File: src/sv/trsp_pkg.sv
// Shared types, codes and helpers for the tar record stream parser.
`default_nettype none

package trsp_pkg;

    localparam int unsigned RECORD_BYTES = 512;
    localparam int unsigned OFS_W        = $clog2(RECORD_BYTES);
    localparam int unsigned SIZE_W       = 36;
    localparam int unsigned CSUM_W       = 24;
    localparam int unsigned SUM_W        = 17;

    localparam logic [OFS_W-1:0] OFS_LAST       = OFS_W'(RECORD_BYTES - 1);
    localparam logic [OFS_W-1:0] OFS_NAME_END   = OFS_W'(100);
    localparam logic [OFS_W-1:0] OFS_SIZE_FIRST = OFS_W'(124);
    localparam logic [OFS_W-1:0] OFS_SIZE_LAST  = OFS_W'(135);
    localparam logic [OFS_W-1:0] OFS_CSUM_FIRST = OFS_W'(148);
    localparam logic [OFS_W-1:0] OFS_CSUM_LAST  = OFS_W'(155);
    localparam logic [OFS_W-1:0] OFS_LINK       = OFS_W'(156);

    localparam logic [7:0] CHAR_SPACE    = 8'h20;
    localparam logic [7:0] CHAR_SLASH    = 8'h2F;
    localparam logic [7:0] CHAR_ZERO     = 8'h30;
    localparam logic [7:0] CHAR_SEVEN    = 8'h37;
    localparam logic [7:0] CHAR_HARDLINK = 8'h31;

    typedef enum logic [2:0] {
        MODE_HEADER  = 3'd0,
        MODE_PAYLOAD = 3'd1,
        MODE_PADDING = 3'd2,
        MODE_END     = 3'd3,
        MODE_ERROR   = 3'd4
    } mode_t;

    typedef enum logic [2:0] {
        KIND_HEADER      = 3'd0,
        KIND_PAYLOAD     = 3'd1,
        KIND_PADDING     = 3'd2,
        KIND_END_RECORD  = 3'd3,
        KIND_AFTER_END   = 3'd4,
        KIND_AFTER_ERROR = 3'd5
    } kind_t;

    typedef enum logic [2:0] {
        EV_NONE      = 3'd0,
        EV_FILE      = 3'd1,
        EV_DIRECTORY = 3'd2,
        EV_HARDLINK  = 3'd3,
        EV_END       = 3'd4,
        EV_CSUM_ERR  = 3'd5
    } event_t;

    typedef enum logic [1:0] {
        PH_SKIP    = 2'd0,
        PH_DIGITS  = 2'd1,
        PH_STOPPED = 2'd2
    } phase_t;

    // Header verdict as it stands once the current byte is folded in.
    typedef struct packed {
        logic              all_zero;
        logic              csum_ok;
        logic              is_dir;
        logic              is_hardlink;
        logic [SIZE_W-1:0] size;
    } hdr_verdict_t;

    typedef struct packed {
        phase_t            phase;
        logic [SIZE_W-1:0] value;
    } octal_t;

    // One byte of an octal field: skip leading spaces, stop at a non-digit.
    function automatic octal_t octal_step(octal_t cur, logic [7:0] b);
        octal_t res;
        res = cur;
        if (cur.phase == PH_SKIP && b == CHAR_SPACE) begin
            res = cur;
        end else if ((cur.phase == PH_SKIP || cur.phase == PH_DIGITS)
                     && b >= CHAR_ZERO && b <= CHAR_SEVEN) begin
            res.value = {cur.value[SIZE_W-4:0], b[2:0]};
            res.phase = PH_DIGITS;
        end else begin
            res.phase = PH_STOPPED;
        end
        return res;
    endfunction

endpackage

`default_nettype wire

File: src/sv/trsp_header.sv
// Header field tracker: checksum sum, octal size and checksum, name end, link flag.
`default_nettype none

module trsp_header (
    input  wire logic                      clk,
    input  wire logic                      rst_n,
    input  wire logic                      step,
    input  wire logic [7:0]                data_byte,
    input  wire logic [trsp_pkg::OFS_W-1:0] offset,
    output trsp_pkg::hdr_verdict_t         verdict
);
    import trsp_pkg::*;

    logic [SUM_W-1:0]  sum_reg, sum_next;
    octal_t            size_reg, size_next;
    octal_t            csum_reg, csum_next;
    logic [7:0]        name_last_reg, name_last_next;
    logic              name_term_reg, name_term_next;
    logic [7:0]        link_reg, link_next;
    logic              zero_reg, zero_next;

    logic              in_csum;
    logic              in_size;
    octal_t            csum_ext;

    assign in_csum = offset >= OFS_CSUM_FIRST && offset <= OFS_CSUM_LAST;
    assign in_size = offset >= OFS_SIZE_FIRST && offset <= OFS_SIZE_LAST;

    always_comb
    begin
        sum_next = sum_reg + (in_csum ? SUM_W'(CHAR_SPACE) : SUM_W'(data_byte));
        zero_next = zero_reg && (data_byte == 8'd0);

        name_last_next = name_last_reg;
        name_term_next = name_term_reg;
        if (offset < OFS_NAME_END && !name_term_reg) begin
            if (data_byte == 8'd0)
                name_term_next = 1'b1;
            else
                name_last_next = data_byte;
        end

        size_next = in_size ? octal_step(size_reg, data_byte) : size_reg;

        // checksum keeps the low bits only; run it through the wide step
        csum_ext = octal_step(csum_reg, data_byte);
        csum_ext.value = {{(SIZE_W-CSUM_W){1'b0}}, csum_ext.value[CSUM_W-1:0]};
        csum_next = in_csum ? csum_ext : csum_reg;

        link_next = (offset == OFS_LINK) ? data_byte : link_reg;
    end

    always_comb
    begin
        verdict.all_zero    = zero_next;
        verdict.csum_ok     = csum_next.value[CSUM_W-1:0] == CSUM_W'(sum_next);
        verdict.is_dir      = name_last_next == CHAR_SLASH;
        verdict.is_hardlink = link_next == CHAR_HARDLINK;
        verdict.size        = size_next.value;
    end

    always_ff @(posedge clk or negedge rst_n)
    begin
        if (!rst_n) begin
            sum_reg       <= '0;
            size_reg      <= '{phase: PH_SKIP, value: '0};
            csum_reg      <= '{phase: PH_SKIP, value: '0};
            name_last_reg <= '0;
            name_term_reg <= 1'b0;
            link_reg      <= '0;
            zero_reg      <= 1'b1;
        end else if (step) begin
            if (offset == OFS_LAST) begin
                // clear for the next header
                sum_reg       <= '0;
                size_reg      <= '{phase: PH_SKIP, value: '0};
                csum_reg      <= '{phase: PH_SKIP, value: '0};
                name_last_reg <= '0;
                name_term_reg <= 1'b0;
                link_reg      <= '0;
                zero_reg      <= 1'b1;
            end else begin
                sum_reg       <= sum_next;
                size_reg      <= size_next;
                csum_reg      <= csum_next;
                name_last_reg <= name_last_next;
                name_term_reg <= name_term_next;
                link_reg      <= link_next;
                zero_reg      <= zero_next;
            end
        end
    end

endmodule

`default_nettype wire

File: src/sv/tar_record_stream_parser.sv
// Top level of the tar record stream parser: mode control and result register.
//
//  channel  signals                                    dir  width
//  input    in_valid, in_ready, data_byte              in   8
//  output   out_valid, out_ready, out_byte, byte_kind, out  8+3+3+36+1
//           header_event, entry_size, last_payload
//
// One item per cycle; a byte's result appears in the cycle after acceptance.
// The rate is set by the single result register: in_ready is high while the
// register is empty or being drained in the same cycle.
// Reset puts the parser at offset 0 of a header record with fields cleared.
// An output stall holds the result register and drops in_ready.
`default_nettype none

module tar_record_stream_parser (
    input  wire logic                        clk,
    input  wire logic                        rst_n,
    input  wire logic                        in_valid,
    output logic                             in_ready,
    input  wire logic [7:0]                  data_byte,
    output logic                             out_valid,
    input  wire logic                        out_ready,
    output logic [7:0]                       out_byte,
    output logic [2:0]                       byte_kind,
    output logic [2:0]                       header_event,
    output logic [trsp_pkg::SIZE_W-1:0]      entry_size,
    output logic                             last_payload
);
    import trsp_pkg::*;

    mode_t              mode_reg, mode_next;
    logic [OFS_W-1:0]   ofs_reg;
    logic [SIZE_W-1:0]  remain_reg, remain_next;
    logic [SIZE_W-1:0]  remain_dec;

    logic               out_valid_reg;
    logic [7:0]         byte_reg;
    kind_t              kind_reg, kind_next;
    event_t             event_reg, event_next;
    logic [SIZE_W-1:0]  size_reg, size_next;
    logic               last_reg, last_next;

    logic               accept;
    logic               rec_end;
    hdr_verdict_t       verdict;

    assign in_ready = !out_valid_reg || out_ready;
    assign accept   = in_valid && in_ready;
    assign rec_end  = ofs_reg == OFS_LAST;
    assign remain_dec = remain_reg - SIZE_W'(1);

    trsp_header u_header (
        .clk       (clk),
        .rst_n     (rst_n),
        .step      (accept && mode_reg == MODE_HEADER),
        .data_byte (data_byte),
        .offset    (ofs_reg),
        .verdict   (verdict)
    );

    // next mode and payload counter
    always_comb
    begin
        mode_next   = mode_reg;
        remain_next = remain_reg;
        case (mode_reg)
            MODE_HEADER: begin
                if (rec_end) begin
                    if (verdict.all_zero)
                        mode_next = MODE_END;
                    else if (!verdict.csum_ok)
                        mode_next = MODE_ERROR;
                    else if (!verdict.is_dir && !verdict.is_hardlink
                             && verdict.size != '0) begin
                        mode_next   = MODE_PAYLOAD;
                        remain_next = verdict.size;
                    end
                end
            end
            MODE_PAYLOAD: begin
                remain_next = remain_dec;
                if (remain_dec == '0)
                    mode_next = rec_end ? MODE_HEADER : MODE_PADDING;
            end
            MODE_PADDING: begin
                if (rec_end)
                    mode_next = MODE_HEADER;
            end
            MODE_END: mode_next = MODE_END;
            default:  mode_next = MODE_ERROR;
        endcase
    end

    // result fields for the byte at hand
    always_comb
    begin
        kind_next  = KIND_HEADER;
        event_next = EV_NONE;
        size_next  = '0;
        last_next  = 1'b0;
        case (mode_reg)
            MODE_HEADER: begin
                if (rec_end) begin
                    if (verdict.all_zero) begin
                        kind_next  = KIND_END_RECORD;
                        event_next = EV_END;
                    end else if (!verdict.csum_ok) begin
                        event_next = EV_CSUM_ERR;
                    end else if (verdict.is_dir) begin
                        event_next = EV_DIRECTORY;
                    end else if (verdict.is_hardlink) begin
                        event_next = EV_HARDLINK;
                    end else begin
                        event_next = EV_FILE;
                        size_next  = verdict.size;
                    end
                end
            end
            MODE_PAYLOAD: begin
                kind_next = KIND_PAYLOAD;
                last_next = remain_dec == '0;
            end
            MODE_PADDING: kind_next = KIND_PADDING;
            MODE_END:     kind_next = KIND_AFTER_END;
            default:      kind_next = KIND_AFTER_ERROR;
        endcase
    end

    always_ff @(posedge clk or negedge rst_n)
    begin
        if (!rst_n) begin
            mode_reg      <= MODE_HEADER;
            ofs_reg       <= '0;
            remain_reg    <= '0;
            out_valid_reg <= 1'b0;
        end else begin
            if (accept) begin
                mode_reg   <= mode_next;
                ofs_reg    <= ofs_reg + OFS_W'(1);
                remain_reg <= remain_next;
            end
            if (accept)
                out_valid_reg <= 1'b1;
            else if (out_ready)
                out_valid_reg <= 1'b0;
        end
    end

    always_ff @(posedge clk)
    begin
        if (accept) begin
            byte_reg  <= data_byte;
            kind_reg  <= kind_next;
            event_reg <= event_next;
            size_reg  <= size_next;
            last_reg  <= last_next;
        end
    end

    assign out_valid    = out_valid_reg;
    assign out_byte     = byte_reg;
    assign byte_kind    = kind_reg;
    assign header_event = event_reg;
    assign entry_size   = size_reg;
    assign last_payload = last_reg;

    a_payload_count: assert property (@(posedge clk) disable iff (!rst_n)
        mode_reg == MODE_PAYLOAD |-> remain_reg != '0)
        else $error("payload mode with zero bytes remaining");

    a_end_sticky: assert property (@(posedge clk) disable iff (!rst_n)
        mode_reg == MODE_END |=> mode_reg == MODE_END)
        else $error("left end mode");

    a_last_is_payload: assert property (@(posedge clk) disable iff (!rst_n)
        out_valid && last_payload |-> byte_kind == KIND_PAYLOAD)
        else $error("last payload flag on a non-payload item");

    a_event_at_boundary: assert property (@(posedge clk) disable iff (!rst_n)
        accept && mode_reg == MODE_HEADER && !rec_end |=> event_reg == EV_NONE)
        else $error("header event before record end");

    a_size_with_file: assert property (@(posedge clk) disable iff (!rst_n)
        out_valid && entry_size != '0 |-> header_event == EV_FILE)
        else $error("entry size without file event");

endmodule

`default_nettype wire
File: config.mk
export PLATFORM = sky130hd
export DESIGN_NAME = tar_record_stream_parser
export DESIGN_NICKNAME = d
export VERILOG_FILES = /design/src/sv/trsp_pkg.sv /design/src/sv/trsp_header.sv /design/src/sv/tar_record_stream_parser.sv
export SDC_FILE = /design/constraint.sdc
export NUM_CORES = 1
export LEC_CHECK = 0
export ABC_AREA = 0
export BUFFER_PORTS_ARGS = -buffer_cell sky130_fd_sc_hd__buf_2
export CAP_MARGIN = 40
export CORE_ASPECT_RATIO = 0.5
export CORE_MARGIN = 4
export CORE_UTILIZATION = 45
export CTS_CLUSTER_DIAMETER = 60
export DETAILED_ROUTE_END_ITERATION = 7
export PLACE_DENSITY_LB_ADDON = 0.12
export SLEW_MARGIN = 5
export SYNTH_ARGS = -nofsm -noshare
export SYNTH_HDL_FRONTEND = slang
export SYNTH_HIERARCHICAL = 1
export SYNTH_SLANG_ARGS = --single-unit
File: constraint.sdc
create_clock -name clk -period 6.85 [get_ports clk]
set_input_delay 0.685 -clock clk [delete_from_list [all_inputs] [get_ports clk]]
set_output_delay 0.685 -clock clk [all_outputs]
set_load 0.05 [all_outputs]
# == Yosys cells after proc, flatten, opt, wreduce, memory -nomap -nowiden ==
# Cells that the tools add are included.
# W data, S select, Z words.
# word_totals
register_bits,211
wordCells,140
# op_classes
n_addsub,3
n_lt_le_gt_ge,7
n_eq_ne,20
muxes,43
bitwise,3
n_reduce_logical,43
# ops
operator,count
$mux W38,6
$mux W36,6
$pmux W36 S2,1
$mux W8,6
$logic_not A36 Y1,1
$reduce_bool A36 Y1,1
$sub A36 B1 Y36 const B,1
$eq A24 B17 Y1,1
$eq A8 B6 Y1 const B,3
$mux W3,8
$pmux W3 S4,2
$le A9 B8 Y1 const B,2
$add A17 B17 Y17,1
$mux W17,1
$logic_and A1 B1 Y1,14
$mux W2,7
$ne A2 B2 Y1 const B,7
$reduce_bool A2 Y1,6
$add A9 B1 Y9 const B,1
$eq A9 B8 Y1 const B,1
$eq A9 B9 Y1 const B,1
$ge A9 B7 Y1 const B,1
$ge A9 B8 Y1 const B,1
$lt A9 B7 Y1 const B,1
21 further kinds,39

# == Longest topological paths before layout ==
# Gate-level depths: netlist (run 1).
# logic_depth
depth_word,14
ltp_mapped,23
depth_no_buf,20

# == Hierarchy ==
# Netlist (run 1), hierarchy kept.
# modules_own_cells
module,instances,cells_each,area_each_um2,seq_area_each_um2
trsp_header,1,551,5824.3,2478.6
tar_record_stream_parser,1,514,5217.5,2757.6

# == Least setup slack after synthesis (run 1) ==
# No wires, ideal clock.
# synth_path
path_kind,flip-flop to flip-flop
start,reg ofs_reg[5]
end,reg remain_reg[28]
setup_ns,0.087
arrival_time_ns,4.679
t_required_ns,6.763
setup_slack_ns,2.084
path_stages_with_launch,22
n_path_buf,3
path_cell_list,dfrtp_1 nor3b_4 nand3_1 clkbuf_1 and2_1 ha_1 buf_2 o21a_1 a21oi_1 a21oi_1 and3_1 a221o_1 nor4_2 nand4_1 a211oi_2 nor2b_1 and2_1 o2111ai_1 a21oi_1 clkbuf_1 o21ai_0 a22oi_1
# synth_lines
item,line_no,text
"start, declared",tar_record_stream_parser.sv:32,logic [OFS_W-1:0] ofs_reg;
"start signal, assigned",tar_record_stream_parser.sv:139,ofs_reg <= ofs_reg + OFS_W'(1);
"end signal, assigned",tar_record_stream_parser.sv:140,remain_reg <= remain_next;
"end, declared",tar_record_stream_parser.sv:33,"logic [SIZE_W-1:0] remain_reg, remain_next;"

==> results.md, run 1 <==
- LEAKAGE: between 0.005 and 0.006 uW
- Fraction of registers with async set/reset: 74.4%
- Power Total: ~2800 uW
- Io pins: 65
- Layout cell share with drive strength beyond 1: roughly 16%
- Top-area cell type share of the netlist area: 33.3%
- Period utilization: about 78%
- Critical Path RT: between 7 and 8 ns
- CTS Buffer Depth: 2
- Critical path type: reg -> reg
- Compound-gate portion of the synthesized area: 19.7%
- WL/cell: 20.0 microns
- Most area-hungry cell type in the Yosys netlist: dfrtp_1
- Final setup TNS: 0 ns
- Max-slew violations: 0
- Max reg flops: 38
- RSZ-0062 raised after global routing: no
- Final worst slack: 1.50 ns
- CTS buffer count: 17
- Die width: approximately 230 microns
- Status: complete, no violations
- Commonest cells after routing, fill and taps aside: 147 x dfrtp_1, 81 x a22o_1, 75 x nand2_1
- IO buf count: 64
- Clk pwr share: roughly 38%
- CTS tree: built
- Main combinational cell family by area after synthesis: compound AO/OA/AOI/OAI gates
- FP Rows: 40
- Post-Syn Area: between 0.01 and 0.015 sq mm
- Grt total ovfl: 0
- Mux share of post-synthesis cell area: about 5.3%
- Die height: approximately 120 microns
- Gate power share: 14.6%
- Post-layout instance count excluding filler cells: about 1400
- Register area share after synthesis: between 40% and 50%
- F_max: approximately 0.19 GHz
- Switching power: approximately 800 uW
- Gp weighted congestion: between 0.8 and 0.9
- Max IR drop VDD: 0.131 mV
- Post-Synth Adder-Cell Area: between 1.5 and 2%
- Syn nets: ~1100
- Avg Cell Area, Syn: approximately 10 sq um
- First-pass GRT wire length: around 48000 microns
- Switching part of the total: 28.5%
- Post-Layout Inst Area: around 0.012 sq mm
- Largest net degree at the start of global routing: 77
- Clk Latency, worst-skew pair: about 0.47 ns
- Final hold vios: 0
- Top FF cell, synth: dfrtp_1
- Max Cap Viol: 0
- Worst-Margin Slew: 0.843 ns
- Total Wirelength: roughly 29000 microns
- Pwr dens: ~230 mW/mm^2
- Leading post-synthesis cells by cell area: dfrtp_1 33%, edfxtp_1 14%, a22o_1 6.4%, mux2_4 3.9%, o21ai_0 2.9%
- Clk_skew: around 0.019 ns
- Initial antenna violation count: 0
- Initial Util: approximately 46%
- Placed cells: 1417
- Critical Path Fanout Max: 37
- DR iter-0 viols: just over 700
- Internal power: between 2000 and 2500 uW
- Reg clk slew, reported paths: about 0.070 ns
- Post-CTS Hold Buffers: 0
- Vias in the first global route: 8580
- Postcts setup bufs: 0
- CTS Sinks: between 150 and 200
- Hold Path Class: in -> async
- Simple-Gate Fraction of Synth Area: about a fifth
- Startpoint types: register
- Tmin final: about 5.3 ns
- N_diodes: 0
- Post-DR vias/cell: around 6
- Pre-CTS setup slack: ~1.6 ns
- Worst Setup End Kind: register
- Synth warnings: 6
- DRC: 0
- Final #Nets: 1125
- Fill cell count: ~2200
- Core area: about 0.024 sq mm
- Seq pwr share: 47.5%
- Antenna viol nets, final: 0
- Dpl hpwl: 19800 microns
- Cells after Synth: between 1000 and 1500
- Die area: between 0.02 and 0.03 sq mm
- EDFF count, synth: 51
- DR vias: about 8700
- Area Overhead vs Synth: 11.0%
- Root buffer cell: clkbuf_16
- Total global-route track usage: a little over a fifth
- Synth cell types: 85
- Resized Gates After CTS: 0
- Placed Area: 0.0117 sq mm
- Relative slew slack: a little over two fifths
- Commonest non-fill, non-tap cell in the layout: dfrtp_1
- CTS H-tree lvls: 4
- Flops & latches, synth: between 150 and 200
- TritonRoute pass-1 iters: 5
- Final setup vio count: 0
- Post-Synth XOR/XNOR Area: 2.78%
- WP data arrival: about 5.7 ns
-- synthesized netlist by cell type, types with 8 or more instances --
cell type and number:
nor2_1 58, a22oi_1 12, and3_1 9, nand3_1 25, o22ai_1 10, a21o_1 9, nor2b_1 10, nor3_1 31
clkbuf_1 49, edfxtp_1 51, o21ai_0 64, inv_1 24, nor4_1 23, xnor2_1 21, mux2_4 29, o21ai_1 10
a21oi_1 56, nand2_1 75, dfrtp_1 147, o31ai_1 8, ha_1 12, nand4_1 17, xor2_1 14, nand2b_1 18
a22o_1 81, and2_1 49
-- power by group through the flow --
stage | Sequential, uW | Clock (uW) | Combinational [uW]
6_report | 1330 | 1070 | 409
5_1_grt | 1340 | 1140 | 454
4_1_cts | 1330 | 1090 | 411
3_5_place_dp | 1360 | 0 | 410
3_3_place_gp | 1350 | 0 | 398
2_1_floorplan | 1390 | 0 | 268
-- worst max-delay path: stages (launching register included) --
cell	delay (ns)
dfrtp_1	0.46
nor3b_4	0.29
nand3_1	0.38
and2_1	0.31
ha_1	0.21
inv_1	0.08
fa_1	0.21
nor2b_1	0.08
o21ai_1	0.22
a21oi_1	0.20
and3_1	0.26
a221o_1	0.36
nor4_2	0.26
nand4_1	0.14
a211oi_2	0.33
nor2b_1	0.25
and2_1	0.17
o2111ai_1	0.16
a21oi_2	0.17
buf_4	0.36
o21ai_0	0.15
a22oi_1	0.18
-- metrics by stage --
step / util, % / hold WS (ns)
2_1_floorplan: - / 0.389
3_3_place_gp: 48.2 / 0.466
3_5_place_dp: 48.4 / 0.473
4_1_cts: 50.9 / 0.283
5_1_grt: 50.9 / 0.317
6_report: 50.9 / 0.263
-- layout make-up --
class | count | area, sq um | area share, %
Clock buffer | 19 | 433 | 3.53
Clock inverter | 13 | 171 | 1.40
Inverter | 26 | 97.6 | 0.796
Multi-Input combinational cell | 776 | 5430 | 44.3
Sequential cell | 199 | 5240 | 42.7
Tap cell | 336 | 420 | 3.43
Timing Repair Buffer | 80 | 472 | 3.85
-- path summary, 6_finish.rpt --
kind,end,slack (ns),cells past startpoint,startpoint
max in group asynchronous,u_header/zero_reg,5.26,3,rst_n
worst min-delay path,u_header/size_reg[10],0.26,1,rst_n
min in group clk,out_valid,0.44,2,in_valid
worst max register to register,remain_reg[11],1.50,21,ofs_reg[5]
worst min register to register,u_header/csum_reg[36],0.49,1,u_header/csum_reg[36]
worst max-delay path,remain_reg[11],1.50,21,ofs_reg[5]
-- metal layers --
layer  up-vias  global-route usage, %  part of all wire (%)  wire length (microns)
met5         -                      0                     0                      0
met4         0                   7.44                   2.2                    638
met3        53                   3.35                   3.8                   1090
met2       208                   35.1                    47                  13700
met1      4384                   30.4                    47                  13600
li1       4053                      -                     -                      -
-- kinds of logic (layout without fill, tap and decap cells) --
logic type,Yosys count,count (layout)
AOI/OAI and AO/OA,310,310
xor gates and xnor gates,35,35
adders and majority gates,13,13
buffers and inverters,90,138
DFF,199,199
muxes,42,42
and+or+nand+nor,376,376
Note: power is estimated with default switching activity, not from simulation.
==> inputs of run 2 (changes only) <==
--- a/config.mk
+++ b/config.mk
@@ -5,7 +5,7 @@
 export SDC_FILE = /design/constraint.sdc
 export NUM_CORES = 1
 export LEC_CHECK = 0
-export ABC_AREA = 0
+export ABC_AREA = 1
 export BUFFER_PORTS_ARGS = -buffer_cell sky130_fd_sc_hd__buf_2
 export CAP_MARGIN = 40
 export CORE_ASPECT_RATIO = 0.5
==> constraint.sdc (replaced) <==
create_clock -name clk -period 5.3 [get_ports clk]
set_input_delay 0.53 -clock clk [delete_from_list [all_inputs] [get_ports clk]]
set_output_delay 0.53 -clock clk [all_outputs]
set_load 0.05 [all_outputs]
==> results.md, run 2 <==
- Startpoint types: register (unchanged)
- Flop2flop setup slack: 0.67 ns (was 1.50 ns)
- Post-layout instance count excluding filler cells: 2186 (was 1449)
- CTS Buffer Depth: 2 (unchanged)
- Max reg flops: 38 (unchanged)
- Commonest cells after routing, fill and taps aside: 613 x nand2_1, 273 x inv_1, 173 x nor2_1 (was 147 x dfrtp_1, 81 x a22o_1, 75 x nand2_1)
- Synth warnings: 6 (unchanged)
- Clk_skew: 0.00790 ns (was 0.0191 ns)
- Syn nets: 1806 (was 1090)
- CTS buffer count: 17 (unchanged)
- WL/cell: 15.7 microns (was 20.0 microns)
- CTS tree: built (unchanged)
- Worst-Margin Slew: 0.765 ns (was 0.843 ns)
- Status: complete, no violations (unchanged)
- Relative slew slack: 49.0% (was 43.4%)
- Vias in the first global route: 10700 (was 8580)
- DR iter-0 viols: 1055 (was 705)
- Top delay family on crit path: simple AND/OR/NAND/NOR gates (unchanged)
- Core area: 0.0268 sq mm (was 0.0241 sq mm)
- First-pass GRT wire length: 56600 microns (was 47800 microns)
- Placed cells: 2153 (was 1417)
- Initial Util: 46.4% (was 45.9%)
- Critical Path RT: 5.68 ns (was 7.22 ns)
- Placed Area: 0.0131 sq mm (was 0.0117 sq mm)
- Leading post-synthesis cells by cell area: dfrtp_1 30%, nand2_1 18%, edfxtp_1 12%, inv_1 8.3%, nor2_1 5.3% (was dfrtp_1 33%, edfxtp_1 14%, a22o_1 6.4%, mux2_4 3.9%, o21ai_0 2.9%)
- Post-synth top cells: 613 x nand2_1, 274 x inv_1, 176 x nor2_1 (was 147 x dfrtp_1, 81 x a22o_1, 75 x nand2_1)
- EDFF count, synth: 51 (unchanged)
- LEAKAGE: 0.00705 uW (was 0.00517 uW)
- Area Overhead vs Synth: 9.96% (was 11.0%)
- CTS Sinks: 199 (unchanged)
- DR vias: 11400 (was 8698)
- CP peak stage delay: 0.45 ns (was 0.46 ns)
- Final setup TNS: 0 ns (unchanged)
- Top-area cell type share of the netlist area: 29.6% (was 33.3%)
- Pwr dens: 259 mW/mm^2 (was 229 mW/mm^2)
- Dpl hpwl: 24400 microns (was 19800 microns)
- Tmin final: 4.63 ns (was 5.35 ns)
- Final hold vios: 0 (unchanged)
- Final setup vio count: 0 (unchanged)
- Hold Path Class: in -> reg (was in -> async)
- Post-Syn Area: 0.0124 sq mm (was 0.0110 sq mm)
- Layout cell share with drive strength beyond 1: 9.54% (was 15.6%)
- Worst Setup End Kind: register (unchanged)
- Postcts setup bufs: 0 (unchanged)
- Final #Nets: 1846 (was 1125)
- Root buffer cell: clkbuf_16 (unchanged)
- Top FF cell, synth: dfrtp_1 (unchanged)
- Post-DR vias/cell: 5.20 (was 6.00)
- Synth cell types: 53 (was 85)
- Most numerous cell in the Yosys netlist: nand2_1 (was dfrtp_1)
- CTS H-tree lvls: 4 (unchanged)
- Critical Path Fanout Max: 49 (was 37)
- Cells after Synth: 1781 (was 1065)
- Die area: 0.0305 sq mm (was 0.0273 sq mm)
- Commonest non-fill, non-tap cell in the layout: nand2_1 (was dfrtp_1)
- Most area-hungry cell type in the Yosys netlist: dfrtp_1 (unchanged)
- Antenna viol nets, final: 0 (unchanged)
- TritonRoute pass-1 iters: 7 (was 5)
- N_diodes: 0 (unchanged)
- DRC: 0 (unchanged)
- Die width: 243 microns (was 230 microns)
- Register area share after synthesis: 42.1% (was 47.4%)
- IO buf count: 64 (unchanged)
- Critical path type: reg -> reg (unchanged)
- Max IR drop VDD: 0.240 mV (was 0.131 mV)
- Reg clk slew, reported paths: 0.07 ns (about the same)
- WP data arrival: 5.00 ns (was 5.72 ns)
- F_max: 0.216 GHz (was 0.187 GHz)
- Io pins: 65 (unchanged)
- Clk Latency, worst-skew pair: 0.46 ns (was 0.47 ns)
- Avg Cell Area, Syn: 6.99 sq um (was 10.4 sq um)
- Post-Layout Inst Area: 0.0137 sq mm (was 0.0123 sq mm)
- Bufs and invs on worst path: 7 (was 2)
- Largest net degree at the start of global routing: 63 (was 77)
- Max-slew violations: 0 (unchanged)
- Slowest library cell on the worst path: dfrtp_1 (unchanged)
- Total Wirelength: 34200 microns (was 29000 microns)
- Flops & latches, synth: 199 (unchanged)
- FP Rows: 42 (was 40)
- Period utilization: 87.3% (was 78.1%)
- Total global-route track usage: 23.0% (was 21.9%)
- Max Cap Viol: 0 (unchanged)
- Initial antenna violation count: 0 (unchanged)
- Grt total ovfl: 0 (unchanged)
- Die height: 126 microns (was 119 microns)
- Gp weighted congestion: 0.849 (was 0.876)
- Fraction of registers with async set/reset: 74.4% (unchanged)
- RSZ-0062 raised after global routing: no (unchanged)
-- run 2: layer usage --
metal | global-route usage (%) | part of all wire, % | vias up | wire [microns]
li1 | - | - | 5726 | -
met1 | 34.8 | 50 | 5323 | 17000
met2 | 33.9 | 43 | 289 | 14800
met3 | 4.66 | 6.1 | 34 | 2080
met4 | 5.42 | 1.3 | 0 | 455
met5 | 0 | 0 | - | 0
-- run 2: metrics by stage --
stage	setup WS [ns]	power (uW)	util [%]	hold slack, ns
6_report	0.673	3550	51.1	0.285
5_1_grt	0.0924	3720	51.1	0.264
4_1_cts	0.590	3580	51.1	0.264
3_5_place_dp	0.607	2240	48.9	0.422
3_3_place_gp	0.446	2240	48.5	0.461
2_1_floorplan	1.42	2090	-	0.234
-- run 2: final timing paths --
kind / cells past startpoint / end / start
worst max-delay path: 29 / remain_reg[34] / ofs_reg[3]
worst min-delay path: 1 / out_byte[2] / data_byte[2]
worst max register to register: 29 / remain_reg[34] / ofs_reg[3]
worst min register to register: 2 / u_header/size_reg[5] / u_header/size_reg[5]
max in group asynchronous: 4 / ofs_reg[2] / rst_n
min in group asynchronous: 2 / remain_reg[8] / rst_n
-- run 2: where the power goes --
group	internal [uW]	switching, uW	leakage [uW]
sequential	1660	66.5	0.00214
clock	698	635	0.000274
combinational	144	346	0.00463
total	2500	1050	0.00705
-- run 2: kinds of logic after synthesis --
group                      synth area share, %
and+or+nand+nor                           35.6
buffers and inverters                     11.2
AOI/OAI and AO/OA                         8.66
adders and majority gates                 1.37
DFF                                       42.1
xor gates and xnor gates                  1.12
-- run 2: final cells by class --
class,count,area (sq um)
clock buffer,17,425
clock inverter,15,154
fill,2715,13100
inverter,283,1070
multi-input combinational,1239,5840
sequential,199,5240
tap,352,440
timing repair buffer,81,522
-- run 2: timing repair --
item | CTS | global route
hold buffers | 1 | 0
hold endpoints to repair | 23 | 0
gates resized for setup | 0 | 1
endpoints found under the setup margin | 0 | 1
==> inputs of run 3 (changes only) <==
--- a/config.mk
+++ b/config.mk
@@ -6,6 +6,7 @@
 export NUM_CORES = 1
 export LEC_CHECK = 0
 export ABC_AREA = 1
+export ABC_CLOCK_PERIOD_IN_PS = 5300
 export BUFFER_PORTS_ARGS = -buffer_cell sky130_fd_sc_hd__buf_2
 export CAP_MARGIN = 40
 export CORE_ASPECT_RATIO = 0.5
@@ -17,5 +18,4 @@
 export SLEW_MARGIN = 5
 export SYNTH_ARGS = -nofsm -noshare
 export SYNTH_HDL_FRONTEND = slang
-export SYNTH_HIERARCHICAL = 1
 export SYNTH_SLANG_ARGS = --single-unit
==> results.md, run 3 <==
- Synth warnings: 0 (was 6)
- EDFF count, synth: 51 (unchanged)
- LEAKAGE: 0.00678 uW (was 0.00705 uW)
- Io pins: 65 (unchanged)
- Commonest cells after routing, fill and taps aside: 534 x nand2_1, 189 x inv_1, 182 x nor2_1 (was 613 x nand2_1, 273 x inv_1, 173 x nor2_1)
- Max IR drop VDD: 0.251 mV (was 0.240 mV)
- Resized Gates After CTS: 0 (unchanged)
- Post-DR vias/cell: 5.42 (was 5.20)
- Initial Util: 46.6% (was 46.4%)
- Initial antenna violation count: 0 (unchanged)
- Total global-route track usage: 23.4% (was 23.0%)
- Max-slew violations: 0 (unchanged)
- Dpl hpwl: 23200 microns (was 24400 microns)
- First-pass GRT wire length: 55100 microns (was 56600 microns)
- Seq pwr share: 45.4% (was 48.6%)
- Worst-Margin Slew: 0.895 ns (was 0.765 ns)
- Die area: 0.0294 sq mm (was 0.0305 sq mm)
- Post-CTS Hold Buffers: 0 (was 1)
- Switching part of the total: 33.0% (was 29.6%)
- Relative slew slack: 40.3% (was 49.0%)
- Multi-input logic area: 0.00568 sq mm (was 0.00584 sq mm)
- Most numerous cell in the Yosys netlist: nand2_1 (unchanged)
- Final setup vio count: 0 (unchanged)
- RSZ-0062 raised after global routing: no (unchanged)
- Total Wirelength: 33300 microns (was 34200 microns)
- Layout cell share with drive strength beyond 1: 8.48% (was 9.54%)
- Max Cap Viol: 0 (unchanged)
- Largest net degree at the start of global routing: 76 (was 63)
- Slowest library cell on the worst path: dfrtp_1 (unchanged)
- Antenna viol nets, final: 0 (unchanged)
- Power Total: 3800 uW (was 3550 uW)
- Post-Syn Area: 0.0120 sq mm (was 0.0124 sq mm)
- Syn nets: 1682 (was 1806)
- Switching power: 1250 uW (was 1050 uW)
- CTS Sinks: 199 (unchanged)
- F_max: 0.216 GHz (about the same)
- Gate power share: 18.9% (was 13.8%)
- Commonest non-fill, non-tap cell in the layout: nand2_1 (unchanged)
- FP Rows: 41 (was 42)
- Critical Path Fanout Max: 36 (was 49)
- Flops & latches, synth: 199 (unchanged)
- Avg Cell Area, Syn: 7.23 sq um (was 6.99 sq um)
- Register area share after synthesis: 43.7% (was 42.1%)
- Hold Path Class: in -> async (was in -> reg)
- WP data arrival: 4.98 ns (was 5.00 ns)
- Reg clk slew, reported paths: 0.07 ns (about the same)
- Clk pwr share: 35.8% (was 37.6%)
- WL/cell: 16.3 microns (was 15.7 microns)
- Top FF cell, synth: dfrtp_1 (unchanged)
- Leading post-synthesis cells by cell area: dfrtp_1 31%, nand2_1 17%, edfxtp_1 13%, inv_1 6.0%, nor2_1 5.8% (was dfrtp_1 30%, nand2_1 18%, edfxtp_1 12%, inv_1 8.3%, nor2_1 5.3%)
- Most area-hungry cell type in the Yosys netlist: dfrtp_1 (unchanged)
- Clk_skew: 0.0147 ns (was 0.00790 ns)
- Hold Slack: 0.0335 ns (was 0.285 ns)
- Fill cell count: 2500 (was 2715)
- Post-synth top cells: 535 x nand2_1, 190 x inv_1, 184 x nor2_1 (was 613 x nand2_1, 274 x inv_1, 176 x nor2_1)
- Worst setup path startpoint: ofs_reg[0] (was ofs_reg[3])
- Period utilization: 87.4% (was 87.3%)
- Synth cell types: 44 (was 53)
- DR iter-0 viols: 1030 (was 1055)
- CTS buffer count: 17 (unchanged)
- Vias in the first global route: 10800 (was 10700)
- Final setup TNS: 0 ns (unchanged)
- CTS H-tree lvls: 4 (unchanged)
- Die height: 123 microns (was 126 microns)
- N_diodes: 0 (unchanged)
- Status: complete, no violations (unchanged)
- IO buf count: 64 (unchanged)
- Gp weighted congestion: 0.937 (was 0.849)
- Critical Path RT: 5.65 ns (was 5.68 ns)
- DR vias: 11100 (was 11400)
- Worst Setup End Kind: register (unchanged)
- Internal power: 2550 uW (was 2500 uW)
- Final hold vios: 0 (unchanged)
- CTS tree: built (unchanged)
- Root buffer cell: clkbuf_16 (unchanged)
- FF-to-FF Start: ofs_reg[0] (was ofs_reg[3])
- Postcts setup bufs: 0 (unchanged)
- Fraction of registers with async set/reset: 74.4% (unchanged)
- Critical path type: reg -> reg (unchanged)
- Die width: 239 microns (was 243 microns)
- TritonRoute pass-1 iters: 6 (was 7)
- Startpoint types: register (unchanged)
- Grt total ovfl: 0 (unchanged)
- CP peak stage delay: 0.42 ns (was 0.45 ns)
- Top-area cell type share of the netlist area: 30.7% (was 29.6%)
- Most used cell, CP: nand2_1
- Pwr dens: 289 mW/mm^2 (was 259 mW/mm^2)
- Sequential cell area: 0.00524 sq mm (unchanged)
- Area Overhead vs Synth: 9.65% (was 9.96%)
- Core area: 0.0257 sq mm (was 0.0268 sq mm)
- Max reg flops: 38 (unchanged)
- DRC: 0 (unchanged)
- Cells after Synth: 1656 (was 1781)
- Tmin final: 4.63 ns (about the same)
- CTS Buffer Depth: 2 (unchanged)
- Final #Nets: 1712 (was 1846)
- Clk Latency, worst-skew pair: 0.47 ns (was 0.46 ns)
## run 3: cell types whose count changed after synthesis, sizes merged, moves of 20 or more
cell,before,now
o22ai,43,72
o211ai,30,1
nand4,47,72
inv,281,193
o21ai,93,114
nand3,119,99
nand2,635,542
## run 3: power by group through the flow
stage / registers (uW) / clock network [uW] / logic, uW
6_report: 1720 / 1360 / 716
5_1_grt: 1730 / 1450 / 805
2_1_floorplan: 1790 / 0 / 497
3_3_place_gp: 1750 / 0 / 697
3_5_place_dp: 1750 / 0 / 708
4_1_cts: 1720 / 1380 / 713
## run 3: cell families (layout without fill, tap and decap cells)
| group | Yosys count | in the layout | share of synthesized area [%] |
|---|---|---|---|
| AO/OA/AOI/OAI | 207 | 207 | 9.73 |
| XOR/XNOR | 41 | 41 | 3.00 |
| adder cells (fa/ha/maj) | 14 | 14 | 1.53 |
| buffers and inverters | 264 | 307 | 8.93 |
| flip-flops | 199 | 199 | 43.7 |
| AND/OR/NAND/NOR | 931 | 931 | 33.1 |
## run 3: path summary, 6_finish.rpt
path	to	slack, ns	cells after the start
worst max-delay path	remain_reg[26]	0.67	27
worst min register to register	remain_reg[1]	0.48	2
max in group asynchronous	u_header.size_reg[9]	4.02	2
worst max register to register	remain_reg[26]	0.67	27
min in group clk	out_byte[4]	0.28	1
worst min-delay path	remain_reg[28]	0.03	1
## run 3: per-stage QoR
step           cell area (sq um)  utilization (%)  worst slack (ns)  std cells
2_1_floorplan              12000                -             0.893       1656
3_3_place_gp               12500             48.7             0.852       2010
3_5_place_dp               12500             48.8             0.691       2011
4_1_cts                    13100             51.1             0.671       2043
5_1_grt                    13100             51.1            0.0706       2043
6_report                   13100             51.1             0.669       2043
## run 3: per-layer routing
layer	track usage, %	up-vias	part of all wire, %
met5	0	-	0
met1	32.7	5233	47
met3	4.52	41	6.0
met4	6.30	0	1.4
li1	-	5461	-
met2	37.5	332	45
## run 3: area by class of cell
type / instances / share of cell area, %
Multi-Input combinational cell: 1193 / 43.3
Sequential cell: 199 / 39.9
Inverter: 195 / 5.58
Timing Repair Buffer: 80 / 3.50
Tap cell: 344 / 3.28
Clock buffer: 17 / 3.24
Clock inverter: 15 / 1.26
## run 3: critical path: cells and delay by family (launching register included)
| family | cells | cell delay, ns |
|---|---|---|
| and+or+nand+nor | 20 | 2.73 |
| DFF | 1 | 0.42 |
| adders and majority gates | 3 | 0.85 |
| buffers and inverters | 4 | 0.47 |
